File: src/rtl/sum_checked_packet_deframer_macros.svh
// Assertion helpers used by the deframer parser RTL.
`ifndef SUM_CHECKED_PACKET_DEFRAMER_MACROS_SVH
`define SUM_CHECKED_PACKET_DEFRAMER_MACROS_SVH

// Same-cycle implication, disabled while reset is asserted.
`define SCPD_ASSERT_IMP(label, clk, rst_n, ante, cons) \
  label: assert property (@(posedge clk) disable iff (!rst_n) (ante) |-> (cons)) \
    else $error("deframer assertion failed");

// Next-cycle implication, disabled while reset is asserted.
`define SCPD_ASSERT_NXT(label, clk, rst_n, ante, cons) \
  label: assert property (@(posedge clk) disable iff (!rst_n) (ante) |=> (cons)) \
    else $error("deframer assertion failed");

`endif

File: src/rtl/scpd_pkg.sv
`timescale 1ns / 1ps

package scpd_pkg;

  localparam logic [7:0] SYNC_FIRST    = 8'hEF;
  localparam logic [7:0] SYNC_SECOND   = 8'h01;
  localparam logic [7:0] TYPE_CONTINUE = 8'h02;

  localparam logic [31:0] ADDR_RESET = 32'hFFFF_FFFF;
  localparam logic [15:0] MAX_RESET  = 16'd512;

  localparam logic [0:0] REG_MODULE_ADDR = 1'd0;
  localparam logic [0:0] REG_MAX_LEN     = 1'd1;

  localparam logic [1:0] ST_OK      = 2'd0;
  localparam logic [1:0] ST_CKSUM   = 2'd1;
  localparam logic [1:0] ST_TOO_LONG = 2'd2;
  localparam logic [1:0] ST_BAD_LEN = 2'd3;

  typedef enum logic [3:0] {
    PH_HUNT     = 4'd0,
    PH_SYNC2    = 4'd1,
    PH_ADDR     = 4'd2,
    PH_ADDR_BAD = 4'd3,
    PH_TYPE     = 4'd4,
    PH_LEN_HI   = 4'd5,
    PH_LEN_LO   = 4'd6,
    PH_PAYLOAD  = 4'd7,
    PH_CK_HI    = 4'd8,
    PH_CK_LO    = 4'd9
  } phase_t;

  typedef struct packed {
    logic        is_data;
    logic [7:0]  data_byte;
    logic [15:0] byte_offset;
    logic [7:0]  packet_type;
    logic [1:0]  status;
    logic        message_end;
  } res_t;

endpackage

File: src/rtl/scpd_in_stage.sv
`timescale 1ns / 1ps

module scpd_in_stage (
  input  logic       clk,
  input  logic       rst_n,
  input  logic       in_tvalid,
  output logic       in_tready,
  input  logic [7:0] in_tdata,
  input  logic       advance,
  output logic       byte_valid,
  output logic [7:0] byte_q
);

  logic       valid_r;
  logic       valid_nxt;
  logic [7:0] byte_r;
  logic       take;

  assign in_tready  = !valid_r || advance;
  assign take       = in_tvalid && in_tready;
  assign byte_valid = valid_r;
  assign byte_q     = byte_r;

  always_comb begin
    valid_nxt = valid_r;
    if (take) begin
      valid_nxt = 1'b1;
    end else if (advance) begin
      valid_nxt = 1'b0;
    end
  end

  always_ff @(posedge clk) begin
    if (!rst_n) begin
      valid_r <= 1'b0;
    end else begin
      valid_r <= valid_nxt;
    end
  end

  always_ff @(posedge clk) begin
    if (take) begin
      byte_r <= in_tdata;
    end
  end

endmodule

File: src/rtl/scpd_parser.sv
`timescale 1ns / 1ps
`include "sum_checked_packet_deframer_macros.svh"

module scpd_parser (
  input  logic                clk,
  input  logic                rst_n,
  input  logic                cfg_valid,
  input  logic [0:0]          cfg_index,
  input  logic [31:0]         cfg_data,
  input  logic                step,
  input  logic [7:0]          b,
  output logic                res_valid,
  output scpd_pkg::res_t      res
);

  logic [31:0]      addr_r;
  logic [15:0]      max_r;
  scpd_pkg::phase_t phase_r, phase_nxt;
  logic [1:0]       hcount_r, hcount_nxt;
  logic [7:0]       type_r, type_nxt;
  logic [15:0]      remain_r, remain_nxt;
  logic [15:0]      total_r, total_nxt;
  logic [15:0]      sum_r, sum_nxt;
  logic [7:0]       ckhi_r, ckhi_nxt;

  logic [7:0]  expect_byte;
  logic        addr_bad;
  logic [15:0] len;
  logic [15:0] len2;
  logic [16:0] new_total;

  always_ff @(posedge clk) begin
    if (!rst_n) begin
      addr_r <= scpd_pkg::ADDR_RESET;
      max_r  <= scpd_pkg::MAX_RESET;
    end else if (cfg_valid) begin
      unique case (cfg_index)
        scpd_pkg::REG_MODULE_ADDR: addr_r <= cfg_data;
        scpd_pkg::REG_MAX_LEN:     max_r  <= cfg_data[15:0];
        default: ;
      endcase
    end
  end

  always_comb begin
    unique case (hcount_r)
      2'd0:    expect_byte = addr_r[31:24];
      2'd1:    expect_byte = addr_r[23:16];
      2'd2:    expect_byte = addr_r[15:8];
      default: expect_byte = addr_r[7:0];
    endcase
  end

  assign addr_bad  = (phase_r == scpd_pkg::PH_ADDR_BAD) || (b != expect_byte);
  assign len       = {remain_r[15:8], b};
  assign len2      = len - 16'd2;
  assign new_total = {1'b0, total_r} + {1'b0, len2};

  always_comb begin
    phase_nxt  = phase_r;
    hcount_nxt = hcount_r;
    type_nxt   = type_r;
    remain_nxt = remain_r;
    total_nxt  = total_r;
    sum_nxt    = sum_r;
    ckhi_nxt   = ckhi_r;
    res_valid  = 1'b0;
    res             = '0;
    res.byte_offset = total_r;
    res.packet_type = type_r;
    if (step) begin
      unique case (phase_r)
        scpd_pkg::PH_HUNT: begin
          if (b == scpd_pkg::SYNC_FIRST) begin
            phase_nxt = scpd_pkg::PH_SYNC2;
          end
        end
        scpd_pkg::PH_SYNC2: begin
          phase_nxt  = (b == scpd_pkg::SYNC_SECOND) ? scpd_pkg::PH_ADDR : scpd_pkg::PH_HUNT;
          hcount_nxt = 2'd0;
        end
        scpd_pkg::PH_ADDR, scpd_pkg::PH_ADDR_BAD: begin
          if (hcount_r == 2'd3) begin
            phase_nxt  = addr_bad ? scpd_pkg::PH_HUNT : scpd_pkg::PH_TYPE;
            hcount_nxt = 2'd0;
          end else begin
            phase_nxt  = addr_bad ? scpd_pkg::PH_ADDR_BAD : scpd_pkg::PH_ADDR;
            hcount_nxt = hcount_r + 2'd1;
          end
        end
        scpd_pkg::PH_TYPE: begin
          type_nxt  = b;
          sum_nxt   = {8'h00, b};
          phase_nxt = scpd_pkg::PH_LEN_HI;
        end
        scpd_pkg::PH_LEN_HI: begin
          remain_nxt = {b, 8'h00};
          sum_nxt    = sum_r + {8'h00, b};
          phase_nxt  = scpd_pkg::PH_LEN_LO;
        end
        scpd_pkg::PH_LEN_LO: begin
          sum_nxt = sum_r + {8'h00, b};
          if (len < 16'd2) begin
            res_valid       = 1'b1;
            res.status      = scpd_pkg::ST_BAD_LEN;
            res.message_end = 1'b1;
            total_nxt       = '0;
            remain_nxt      = '0;
            phase_nxt       = scpd_pkg::PH_HUNT;
          end else if (new_total > {1'b0, max_r}) begin
            res_valid       = 1'b1;
            res.status      = scpd_pkg::ST_TOO_LONG;
            res.message_end = 1'b1;
            total_nxt       = '0;
            remain_nxt      = '0;
            phase_nxt       = scpd_pkg::PH_HUNT;
          end else begin
            remain_nxt = len2;
            phase_nxt  = (len2 == 16'd0) ? scpd_pkg::PH_CK_HI : scpd_pkg::PH_PAYLOAD;
          end
        end
        scpd_pkg::PH_PAYLOAD: begin
          res_valid     = 1'b1;
          res.is_data   = 1'b1;
          res.data_byte = b;
          sum_nxt       = sum_r + {8'h00, b};
          total_nxt     = total_r + 16'd1;
          remain_nxt    = remain_r - 16'd1;
          if (remain_r == 16'd1) begin
            phase_nxt = scpd_pkg::PH_CK_HI;
          end
        end
        scpd_pkg::PH_CK_HI: begin
          ckhi_nxt  = b;
          phase_nxt = scpd_pkg::PH_CK_LO;
        end
        scpd_pkg::PH_CK_LO: begin
          phase_nxt = scpd_pkg::PH_HUNT;
          res_valid = 1'b1;
          if ({ckhi_r, b} != sum_r) begin
            res.status      = scpd_pkg::ST_CKSUM;
            res.message_end = 1'b1;
            total_nxt       = '0;
          end else if (type_r != scpd_pkg::TYPE_CONTINUE) begin
            res.status      = scpd_pkg::ST_OK;
            res.message_end = 1'b1;
            total_nxt       = '0;
          end else begin
            res.status = scpd_pkg::ST_OK;
          end
        end
        default: begin
          phase_nxt = scpd_pkg::PH_HUNT;
        end
      endcase
    end
  end

  always_ff @(posedge clk) begin
    if (!rst_n) begin
      phase_r  <= scpd_pkg::PH_HUNT;
      hcount_r <= '0;
      type_r   <= '0;
      remain_r <= '0;
      total_r  <= '0;
      sum_r    <= '0;
      ckhi_r   <= '0;
    end else begin
      phase_r  <= phase_nxt;
      hcount_r <= hcount_nxt;
      type_r   <= type_nxt;
      remain_r <= remain_nxt;
      total_r  <= total_nxt;
      sum_r    <= sum_nxt;
      ckhi_r   <= ckhi_nxt;
    end
  end

  `SCPD_ASSERT_IMP(a_payload_pending, clk, rst_n, phase_r == scpd_pkg::PH_PAYLOAD, remain_r != 16'd0)
  `SCPD_ASSERT_NXT(a_ck_lo_rehunt, clk, rst_n, step && phase_r == scpd_pkg::PH_CK_LO, phase_r == scpd_pkg::PH_HUNT)
  `SCPD_ASSERT_NXT(a_end_clears_total, clk, rst_n, step && res_valid && res.message_end, total_r == 16'd0)
  `SCPD_ASSERT_NXT(a_data_counts_up, clk, rst_n, step && res_valid && res.is_data, total_r == $past(total_r) + 16'd1)

endmodule

File: src/rtl/scpd_out_stage.sv
`timescale 1ns / 1ps

module scpd_out_stage (
  input  logic           clk,
  input  logic           rst_n,
  input  logic           res_valid,
  input  scpd_pkg::res_t res,
  output logic           advance,
  output logic           out_valid,
  input  logic           out_ready,
  output scpd_pkg::res_t out_res
);

  logic           valid_r;
  scpd_pkg::res_t res_r;

  assign advance   = !valid_r || out_ready;
  assign out_valid = valid_r;
  assign out_res   = res_r;

  always_ff @(posedge clk) begin
    if (!rst_n) begin
      valid_r <= 1'b0;
    end else if (advance) begin
      valid_r <= res_valid;
    end
  end

  always_ff @(posedge clk) begin
    if (advance && res_valid) begin
      res_r <= res;
    end
  end

endmodule

File: src/rtl/sum_checked_packet_deframer.sv
`timescale 1ns / 1ps

// Serial packet deframer: takes one received byte per request on in_, hunts
// for the EF 01 sync pair, checks the four-byte module address, reads type and
// length, and delivers each payload byte with its message offset, then one
// status request per packet after its 16-bit additive checksum (or at once on
// a bad or over-long length). Type 0x02 packets continue the message. One byte
// is taken every clock while the output is not stalled; each byte's result
// passes through the input register, the parser step and the output register.
// Configuration writes (index 0 module address, index 1 maximum message
// length) are always ready and take effect on the next cycle; there is no
// clearing pass after reset.
module sum_checked_packet_deframer (
  input  logic        clk,
  input  logic        rst_n,
  input  logic        in_tvalid,
  output logic        in_tready,
  input  logic [7:0]  in_tdata,   // [7:0] rx_byte
  output logic        out_tvalid,
  input  logic        out_tready,
  output logic [39:0] out_tdata,  // [7:0] data_byte, [23:8] byte_offset,
                                  // [31:24] packet_type, [33:32] status, zero pad
  output logic        out_tuser,  // [0] is_data
  output logic        out_tlast,
  input  logic        cfg_valid,
  output logic        cfg_ready,
  input  logic [0:0]  cfg_index,
  input  logic [31:0] cfg_data
);

  logic           advance;
  logic           byte_valid;
  logic [7:0]     byte_q;
  logic           step;
  logic           res_valid;
  scpd_pkg::res_t res;
  scpd_pkg::res_t out_res;

  assign cfg_ready = 1'b1;
  assign step      = byte_valid && advance;

  scpd_in_stage u_in (
    .clk        (clk),
    .rst_n      (rst_n),
    .in_tvalid  (in_tvalid),
    .in_tready  (in_tready),
    .in_tdata   (in_tdata),
    .advance    (advance),
    .byte_valid (byte_valid),
    .byte_q     (byte_q)
  );

  scpd_parser u_parser (
    .clk       (clk),
    .rst_n     (rst_n),
    .cfg_valid (cfg_valid),
    .cfg_index (cfg_index),
    .cfg_data  (cfg_data),
    .step      (step),
    .b         (byte_q),
    .res_valid (res_valid),
    .res       (res)
  );

  scpd_out_stage u_out (
    .clk       (clk),
    .rst_n     (rst_n),
    .res_valid (res_valid),
    .res       (res),
    .advance   (advance),
    .out_valid (out_tvalid),
    .out_ready (out_tready),
    .out_res   (out_res)
  );

  assign out_tdata = {6'b000000, out_res.status, out_res.packet_type,
                      out_res.byte_offset, out_res.data_byte};
  assign out_tuser = out_res.is_data;
  assign out_tlast = out_res.message_end;

endmodule

File: config.mk
export PLATFORM = sky130hd
export DESIGN_NAME = sum_checked_packet_deframer
export DESIGN_NICKNAME = d
export VERILOG_FILES = /design/src/rtl/scpd_pkg.sv /design/src/rtl/scpd_in_stage.sv /design/src/rtl/scpd_parser.sv /design/src/rtl/scpd_out_stage.sv /design/src/rtl/sum_checked_packet_deframer.sv
export VERILOG_INCLUDE_DIRS = /design/src /design/src/rtl
export SDC_FILE = /design/constraint.sdc
export NUM_CORES = 1
export LEC_CHECK = 0
export BUFFER_PORTS_ARGS = -buffer_cell sky130_fd_sc_hd__buf_2
export CORE_UTILIZATION = 49
export DETAILED_ROUTE_END_ITERATION = 10
export HOLD_SLACK_MARGIN = 0.15
export PLACE_DENSITY = 0.68
export SLEW_MARGIN = 5
export SYNTH_ARGS = -nofsm -noshare
export SYNTH_HDL_FRONTEND = slang
export SYNTH_SLANG_ARGS = --single-unit
File: constraint.sdc
create_clock -name clk -period 19.2 [get_ports clk]
set_input_delay 3.84 -clock clk [delete_from_list [all_inputs] [get_ports clk]]
set_output_delay 3.84 -clock clk [all_outputs]
set_load 0.005 [all_outputs]
==> results.json <==
{
  "synthCells": 1055,
  "grt_use_total_pct": 23.8,
  "outcome": "finished with violations",
  "synth_flop_cell": "dfxtp_1",
  "cts_tree": "built",
  "arrival_ns": 4.37,
  "synth_seq_cells": 164,
  "hold_viol_final": 0,
  "fillerInstances": 1680,
  "hpwl_um": 15400,
  "n_antenna_cell": 0,
  "hold_depth": 0,
  "die_y_um": 139,
  "worst_r2r_startpoint": "u_in.byte_q[1]",
  "p_total_uw": 777,
  "relSlewSlack_pct": 18.4,
  "die-width_um": 139,
  "r2r_slack_ns": 12.13,
  "p_sw_share_pct": 24.0,
  "rsz0062_at_grt": "false",
  "min_to": "u_out.out_res[10]",
  "power.share.clock_pct": 44.8,
  "powerDensity_nw_per_um2": 76.1,
  "fin_util_pct": 56.3,
  "placedCellCount": 1307,
  "worstRegToRegCells": 23,
  "drv_slew": 0,
  "synth_top_area_share_pct": 26.3,
  "p_int_uw": 591,
  "final_cells": 1339,
  "drt-initial-drc-count": 697,
  "irDropWorstVdd_uv": 64.9,
  "end_kind": "output port",
  "combPwrFrac_pct": 7.8,
  "totalWireLength_um": 22200,
  "routed-via-count": 7633,
  "worstSetupStartpointType": "primary input",
  "cts.repair.resized": 0,
  "yosysUniqueCellTypes": 70,
  "crit_fanout": 4,
  "p_switching_uw": 186,
  "core_area_um2": 18100,
  "yosysMostFrequentCell": "nand2_1",
  "synthArstFlopShare_pct": 0,
  "start_util_pct": 50.3,
  "clk_latency_ns": 0.43,
  "wl_per_cell_um": 16.6,
  "h-tree-depth": 4,
  "drt_pass1_iterations": 8,
  "synth.largest_area_cell": "dfxtp_1",
  "drive_gt1_share_pct": 12.1,
  "maxCapViolCount": 0,
  "grt_pass1_wl_um": 36500,
  "fin_nets": 1195,
  "fmax_ghz": 0.122,
  "hp-start": "u_parser.type_r[7]",
  "synth_area_leaders": "dfxtp_1 (26%), edfxtp_1 (14%), ha_1 (6.8%), nand2_1 (6.7%), xnor2_1 (4.7%)",
  "antenna_found_initial": 0,
  "synth_area_per_cell_um2": 8.66,
  "worstMarginPinSlew_ns": 1.22,
  "grt-ovfl-total": 0,
  "seq_power_share_pct": 47.4,
  "finClkSkew_ns": 0.00775,
  "cts_root_buf": "clkbuf_16",
  "cts.clk_slew.worst_paths_ns": 0.06,
  "critical_path_class": "primary input to output port",
  "grt_max_degree": 84,
  "r2r-end": "u_out.out_res[11]",
  "cts_hold_buf": 0,
  "place.gp.congestion": 0.938,
  "numPortBuffers": 83,
  "synth-warning-count": 0,
  "syn_to_final_growth_pct": 11.8,
  "via_per_inst": 5.70,
  "synth_area_um2": 9140,
  "grt_pass1_vias": 7081,
  "setup_viol": 0,
  "worstPathRequired_ns": 15.36,
  "rows": 49,
  "period_share_pct": 42.8,
  "ys_seq_area_share_pct": 40.8,
  "synth_edf_count": 44,
  "cts_made_buffers": 17,
  "leakagePower_nw": 4.28,
  "cts_setup_buffers": 0,
  "synth_common_cells": "nand2_1 (163), dfxtp_1 (120), nor2_1 (66)",
  "cts.sinks": 164,
  "ioPinCount": 91,
  "die_area_um2": 19200,
  "antenna_left": 0,
  "route.detailed.drc": 8,
  "tns_ns": 0,
  "period_needed_ns": 8.21,
  "violations": "design-rule violations",
  "hp-class": "register to register",
  "clk_path_buf_depth": 2
}
-- layout make-up --
class / instances / area [um^2] / area share [%]
Sequential cell: 164 / 3720 / 36.5
Tap cell: 229 / 287 / 2.81
Clock buffer: 24 / 526 / 5.15
Clock inverter: 8 / 83.8 / 0.821
Multi-Input combinational cell: 779 / 4940 / 48.4
Inverter: 43 / 161 / 1.58
Timing Repair Buffer: 92 / 483 / 4.73
-- power by group through the flow --
stage	clock, mW	sequential (mW)	combinational [mW]
after CTS	0.353	0.368	0.0603
after global routing	0.371	0.369	0.0676
after global placement	0	0.375	0.0588
after floorplan	0	0.372	0.0452
after detailed placement	0	0.376	0.0599
final	0.348	0.368	0.0605
-- stage by stage --
stage | setup WS (ns) | hold slack (ns) | area [um^2]
global placement | 11.03 | 0.447 | 9600
detailed placement | 10.99 | 0.448 | 9600
CTS | 10.99 | 0.463 | 10200
global route | 10.90 | 0.476 | 10200
floorplan | 11.26 | 0.422 | 9150
finish | 10.99 | 0.463 | 10200
-- how the worst max path moves through the flow --
stage | startpoint | end | slack, ns | cells past startpoint
floorplan | out_tready | in_tready | 11.26 | 2
global placement | out_tready | in_tready | 11.03 | 4
detailed placement | out_tready | in_tready | 10.99 | 4
CTS | out_tready | in_tready | 10.99 | 4
global route | out_tready | in_tready | 10.90 | 4
finish | out_tready | in_tready | 10.99 | 4
-- registers in the layout (all words and copies together), names as in the netlist --
register           count
u_parser.sum_r        16
u_parser.total_r      16
u_parser.hcount_r      2
u_parser.type_r        8
u_parser.ckhi_r        8
u_in.byte_valid        1
u_parser.remain_r     16
u_parser.phase_r       4
u_parser.max_r        16
u_out.out_valid        1
u_out.out_res         36
u_in.byte_q            8
u_parser.addr_r       32
-- per-layer routing --
layer  track usage, %  part of all wire (%)
met5                0                     0
met4             7.57                   1.5
met3             4.04                   5.4
met2             37.3                    44
met1             33.6                    49
-- placed cells by master (no fill, tap or decap), drive strengths merged, types with 8 or more instances in the layout --
cell type | Yosys | final
a21boi | 28 | 28
a21o | 10 | 10
a21oi | 38 | 38
a222oi | 8 | 8
and2 | 10 | 10
and3 | 18 | 18
buf | 18 | 92
clkbuf | 56 | 24
dfxtp | 120 | 120
edfxtp | 44 | 44
ha | 50 | 50
inv | 43 | 45
mux2i | 14 | 14
nand2 | 163 | 163
nand2b | 8 | 8
nand3 | 54 | 54
nand4 | 14 | 14
nor2 | 66 | 66
nor2b | 21 | 21
nor3 | 19 | 19
nor4 | 13 | 13
o211ai | 13 | 13
o21ai | 60 | 60
or3 | 14 | 14
xnor2 | 49 | 49
xor2 | 16 | 16
-- kinds of logic (layout without fill, tap and decap cells) --
family / Yosys count / count (layout) / share of synthesized area, %
xor gates and xnor gates: 65 / 65 / 6.23
muxes: 14 / 14 / 1.53
DFF: 164 / 164 / 40.8
and+or+nand+nor: 420 / 420 / 22.3
AOI/OAI and AO/OA: 221 / 221 / 16.4
adders and majority gates: 52 / 52 / 7.29
other: 2 / 7 / 0.0822
buffers and inverters: 117 / 167 / 5.42
-- critical path: stages --
cell,delay (ns)
buf_2,0.10
nor2b_1,0.21
nand2_1,0.09
buf_2,0.13
Power figures use the tool's default switching activity.
